File: src/hdl/assert_macros.svh
// Assertion macros shared by the RTL.
`ifndef ASSERT_MACROS_SVH
`define ASSERT_MACROS_SVH
`ifndef ASSERT_OFF
`define ASSERT_AT(lbl, ante, cons, msg) \
  lbl: assert property (@(posedge clk) disable iff (!rst_n) (ante) |-> (cons)) else $error(msg);
`define ASSERT_NEXT(lbl, ante, cons, msg) \
  lbl: assert property (@(posedge clk) disable iff (!rst_n) (ante) |=> (cons)) else $error(msg);
`else
`define ASSERT_AT(lbl, ante, cons, msg)
`define ASSERT_NEXT(lbl, ante, cons, msg)
`endif
`endif

File: src/hdl/ssp_pkg.sv
package ssp_pkg;

  localparam int MAX_SLOTS_DEF       = 512;
  localparam int SPECIAL_START       = 8176;
  localparam int DIRECTORY_BASE      = 28;
  localparam int SLOT_BYTES          = 8;
  localparam int RECORD_HEADER_BYTES = 6;

  localparam int KEY_W  = 21;
  localparam int OFF_W  = 13;
  localparam int LEN_W  = 14;
  localparam int SLEN_W = 13;
  localparam int POS_W  = 10;
  localparam int DEST_W = 32;
  localparam int DEND_W = 17;

  localparam logic KIND_INSERT = 1'b0;
  localparam logic KIND_CLEAR  = 1'b1;

  typedef enum logic [1:0] {
    STATUS_OK   = 2'd0,
    STATUS_FULL = 2'd1,
    STATUS_DUP  = 2'd2
  } status_t;

  typedef struct packed {
    logic              kind;
    logic [KEY_W-1:0]  first_char;
    logic [SLEN_W-1:0] label_len;
    logic [DEST_W-1:0] dest_block;
  } in_t;

  typedef struct packed {
    logic [1:0]        status;
    logic [POS_W-1:0]  slot_position;
    logic [OFF_W-1:0]  record_offset;
    logic [OFF_W-1:0]  directory_end;
    logic [DEST_W-1:0] record_dest;
    logic [POS_W-1:0]  slot_count;
  } out_t;

  typedef struct packed {
    logic [KEY_W-1:0] key;
    logic [OFF_W-1:0] off;
    logic [LEN_W-1:0] len;
  } slot_t;

  typedef struct packed {
    logic             cmp_en;
    logic             shift_en;
    logic [KEY_W-1:0] key;
    logic [OFF_W-1:0] off;
    logic [LEN_W-1:0] len;
  } cell_ctl_t;

  function automatic int levels8(input int n);
    int l;
    l = 1;
    for (int k = 1; k < 6; k++) begin
      if ((1 << (3 * k)) < n) l = k + 1;
    end
    return l;
  endfunction

endpackage

File: src/hdl/ssp_cell.sv
module ssp_cell (
  input  logic              clk,
  input  logic              rst_n,
  input  ssp_pkg::cell_ctl_t ctl,
  input  logic              occupied,
  input  logic              prev_lt,
  input  ssp_pkg::slot_t    prev_slot,
  output ssp_pkg::slot_t    slot,
  output logic              lt,
  output logic              eq
);
  import ssp_pkg::*;

  slot_t slot_r;
  logic  lt_r;
  logic  eq_r;

  always_ff @(posedge clk) begin
    if (!rst_n) begin
      lt_r <= 1'b0;
      eq_r <= 1'b0;
    end else if (ctl.cmp_en) begin
      lt_r <= occupied && (slot_r.key < ctl.key);
      eq_r <= occupied && (slot_r.key == ctl.key);
    end
  end

  // hold below the insert point, load the new slot at it, shift above it
  always_ff @(posedge clk) begin
    if (ctl.shift_en && !lt_r) begin
      if (prev_lt) begin
        slot_r <= '{key: ctl.key, off: ctl.off, len: ctl.len};
      end else begin
        slot_r <= prev_slot;
      end
    end
  end

  assign slot = slot_r;
  assign lt   = lt_r;
  assign eq   = eq_r;

endmodule

File: config.mk
export PLATFORM = sky130hd
export DESIGN_NAME = ssp_cell
export DESIGN_NICKNAME = d
export VERILOG_FILES = /design/src/hdl/assert_macros.svh /design/src/hdl/ssp_pkg.sv /design/src/hdl/ssp_cell.sv
export SDC_FILE = /design/constraint.sdc
export NUM_CORES = 1
export LEC_CHECK = 0
export BUFFER_PORTS_ARGS = -buffer_cell sky130_fd_sc_hd__buf_2
export CAP_MARGIN = 10
export CORE_MARGIN = 3
export CORE_UTILIZATION = 45
export CTS_BUF_LIST = sky130_fd_sc_hd__clkbuf_8
export DETAILED_ROUTE_END_ITERATION = 12
export PLACE_DENSITY = 0.89
export SLEW_MARGIN = 20
export SYNTH_ARGS = -nofsm -noshare
export SYNTH_HDL_FRONTEND = slang
export SYNTH_SLANG_ARGS = --single-unit
File: constraint.sdc
create_clock -name clk -period 4.15 [get_ports clk]
set_clock_uncertainty 0.05 [all_clocks]
set_input_delay 1.245 -clock clk [delete_from_list [all_inputs] [get_ports clk]]
set_output_delay 1.245 -clock clk [all_outputs]
set_load 0.01 [all_outputs]
-- Yosys cells after proc, flatten, opt, wreduce, memory -nomap -nowiden
Index checks and enable logic that the tools add are counted.
- output and inout bits: 50
- word-level logic and storage cells: 12
- bits in registers: 50
- bits of input ports: 102
- order comparisons: 1
- mux-type cells: 1
- reduce and logical (&&, ||, !) cells: 4
- equal/unequal tests: 1
- operators with widths (kind ; number):
    two-way mux 48 bit ; 1
    == test 21 bit ; 1
    < comparator 21 bit ; 1
    logical AND 1 bit ; 3
    zero test 1 bit ; 1

-- Longest topological paths before layout
- depth after elaboration: 2
- gate-level depth with buffers: 7
- gate-level depth less buffers: 7

-- Worst setup path after synthesis
No wires, ideal clock.
- path kind: input to register
- start point: in ctl[48] in the netlist's numbering
- end point: reg slot_r, in the netlist slot[0] (enable)
- setup time: 459 ps
- buffers on the path: 0
- slack: 265 ps
- data arrival time: 3376 ps
- required time: 3641 ps
- cell stages on the path: 1
- cell sequence: nor2b_1
- longest elaborated chain between the ends: 1
- RTL lines (what ; RTL line ; source):
    start: declaration ; ssp_cell.sv:4 ; input ssp_pkg::cell_ctl_t ctl,
    logical AND 1 bit ; ssp_cell.sv:30 ; if (ctl.shift_en && !lt_r) begin
    end signal: assignment ; ssp_cell.sv:32 ; slot_r <= '{key: ctl.key, off: ctl.off, len: ctl.len};
    end signal: assignment ; ssp_cell.sv:34 ; slot_r <= prev_slot;
    end: declaration ; ssp_cell.sv:14 ; slot_t slot_r;
No other way between the ends.
A chain may end at the register's enable or synchronous reset.

-- Worst setup path in the final report
- start point: in ctl[47] in the netlist's numbering
- end point: reg eq_r (netlist: eq)
- longest elaborated chain between the ends: 2
- RTL lines (what ; RTL line ; source):
    == test 21 bit ; ssp_cell.sv:24 ; eq_r <= occupied && (slot_r.key == ctl.key);
    logical AND 1 bit ; ssp_cell.sv:24 ;
    end signal: assignment ; ssp_cell.sv:24 ;
    end: declaration ; ssp_cell.sv:16 ; logic eq_r;
No other way between the ends.

==> reports/results.tsv <==
metric	value	unit
mostFrequentLayoutCells	151 x buf_2, 48 x mux2_2, 48 x edfxtp_1	
drive_gt1_frac	0.618	
dieArea	0.00677	sq mm
fp.dieW	82.3	um
vias	2008	
cts_hold_buf	0	
power	1.11	mW
drc	0	
p_leak	1.70	nW
root_buffer	clkbuf_8	
grt.met1_usage	0.194	
synth.avg_cell_area	14.3	sq um
worst_slew_pin_slew	1.04	ns
cp.arrival	2.78	ns
busiest_layer	met2	
syn_area	0.00262	sq mm
wire_per_inst	14.7	um
insertion_delay	0.29	ns
share_seq_of_total_power	0.552	
cts_tree	built	
dp_hpwl	4820	um
start_util	0.470	
crit_start	ctl[47]	
r2r_slack	2.20	ns
rows	27	
grt_start_max_net_pins	49	
combPwrFrac	0.200	
routabilityCongestion	0.729	
cts_buffers	5	
finalSetupViolations	0	
drtPass1Iterations	4	
grt_pass1_wl	8840	um
finalNetCount	460	
p_sw	280	uW
portBuffers	151	
hold_path.startpoint	eq	
crit_required	4.34	ns
end_kind	register	
cts_buffer_depth	2	
worst_setup_path_start_kind	input port	
final.min_clock_period	2.59	ns
synth_seq_area_share	0.566	
yosysUniqueCellTypes	28	
ys.warnings.count	0	
io_pins	152	
drv_cap	0	
synth_cells	183	
fp.coreArea	0.00557	sq mm
die_h	82.3	um
setup_tns	0	ns
synth_nets	306	
via_per_inst	4.90	
crit_path_max_fanout	2	
hold_class	register to register	
grt.met3_usage	0.0586	
cts.sinks	50	
num_antenna_cells	0	
status	completed	
cts_setup_buffers	0	
antenna_found_initial	0	
grt_pass1_vias	1973	
cts_resized	0	
slew_viol_final	0	
overflow	0	
clk_pin_slew	0.09	ns
ant_nets	0	
grt_usage	0.172	
power.share.clock	0.249	
hold_violations	0	
layout_commonest_cell	buf_2	
power-per-cell-area	314	mW/mm^2
area_growth	35.3	%
htree_levels	2	
drt_iter0_drc	44	
wirelength	6010	um
met2_usage	0.304	
netSwitchingFraction	0.252	
rsz0062_at_grt	no	
final_core_util	0.635	
max_freq	386	MHz
synth-seq-cells	50	
critPathKind	input port to register	
peakVddDrop	0.232	mV
slew_headroom	0.306	
period_share	0.624	
internal_power	833	uW
r2r_start	slot[45]	
per-layer routing:
| layer | vias up | share of wire | routed length (um) |
|---|---|---|---|
| li1 | 993 | - | - |
| met1 | 916 | 0.38 | 2290 |
| met2 | 94 | 0.51 | 3080 |
| met3 | 5 | 0.098 | 588 |
| met4 | 0 | 0.0095 | 57 |
| met5 | - | 0 | 0 |
path summary, 6_finish.rpt:
kind / to / depth (start not counted)
worst max-delay path: eq / 8
worst min-delay path: eq / 3
worst max register to register: eq / 6
worst min register to register: eq / 3
state kept, by name (all words and copies together), names as in the netlist:
name,flops
slot,48
eq,1
lt,1
stage by stage:
stage / hold WS (ns) / setup WS, ns / instances / area [sq um]
after global routing: 0.579 / 1.50 / 410 / 3540
after global placement: 0.529 / 1.32 / 402 / 3460
after floorplan: 0.546 / 0.265 / 183 / 2620
after detailed placement: 0.544 / 1.25 / 402 / 3460
final: 0.549 / 1.56 / 410 / 3540
after CTS: 0.558 / 1.57 / 410 / 3540
power groups by stage:
| stage | Combinational (mW) | Sequential [mW] | Clock (mW) |
|---|---|---|---|
| after floorplan | 0.0964 | 0.647 | 0 |
| after global placement | 0.217 | 0.624 | 0 |
| after detailed placement | 0.226 | 0.626 | 0 |
| after CTS | 0.227 | 0.615 | 0.288 |
| after global routing | 0.248 | 0.619 | 0.309 |
| final | 0.222 | 0.614 | 0.277 |
critical path, cell delays in order:
cell and delay (ns):
buf_2 0.09, inv_1 0.04, ha_1 0.28, nand4_1 0.12, or3_1 0.42, nand3b_4 0.17, o32ai_1 0.26, and2_1 0.15
synthesized netlist by cell type:
| cell type | number | area share |
|---|---|---|
| edfxtp_1 | 48 | 0.55 |
| mux2_2 | 48 | 0.21 |
| inv_1 | 22 | 0.032 |
| ha_1 | 21 | 0.10 |
| a21oi_1 | 7 | 0.013 |
| nand2_1 | 5 | 0.0072 |
| nand3_1 | 4 | 0.0076 |
| buf_2 | 3 | 0.0057 |
| clkbuf_1 | 2 | 0.0029 |
| dfxtp_1 | 2 | 0.015 |
| nor2_1 | 2 | 0.0029 |
| nor2b_1 | 2 | 0.0048 |
| o21ai_0 | 2 | 0.0038 |
| a211oi_1 | 1 | 0.0029 |
| a21o_1 | 1 | 0.0029 |
| a221oi_1 | 1 | 0.0033 |
| and2_1 | 1 | 0.0024 |
| and4_1 | 1 | 0.0033 |
| nand3b_4 | 1 | 0.0076 |
| nand4_1 | 1 | 0.0024 |
| nand4b_1 | 1 | 0.0033 |
| nor3_1 | 1 | 0.0019 |
| o21a_1 | 1 | 0.0029 |
| o21bai_1 | 1 | 0.0029 |
| o22a_1 | 1 | 0.0033 |
| o22ai_1 | 1 | 0.0024 |
| o32ai_1 | 1 | 0.0033 |
| or3_1 | 1 | 0.0024 |
cells by family (layout without fill, tap and decap cells):
kind of cell               Yosys count  in the layout  share of synthesized area
and+or+nand+nor                     20             20                     0.0459
adders and majority gates           21             21                      0.100
AOI/OAI and AO/OA                   17             17                     0.0411
muxes                               48             48                      0.207
buffers and inverters               27            182                     0.0402
DFF                                 50             50                      0.566
layout make-up:
type / count / area (sq um)
Clock buffer: 5 / 68.8
Clock inverter: 3 / 17.5
Fill cell: 458 / 2030
Inverter: 22 / 82.6
Multi-Input combinational cell: 106 / 1040
Sequential cell: 50 / 1480
Tap cell: 72 / 90.1
Timing Repair Buffer: 152 / 763
Note: power is estimated with default switching activity, not from simulation.
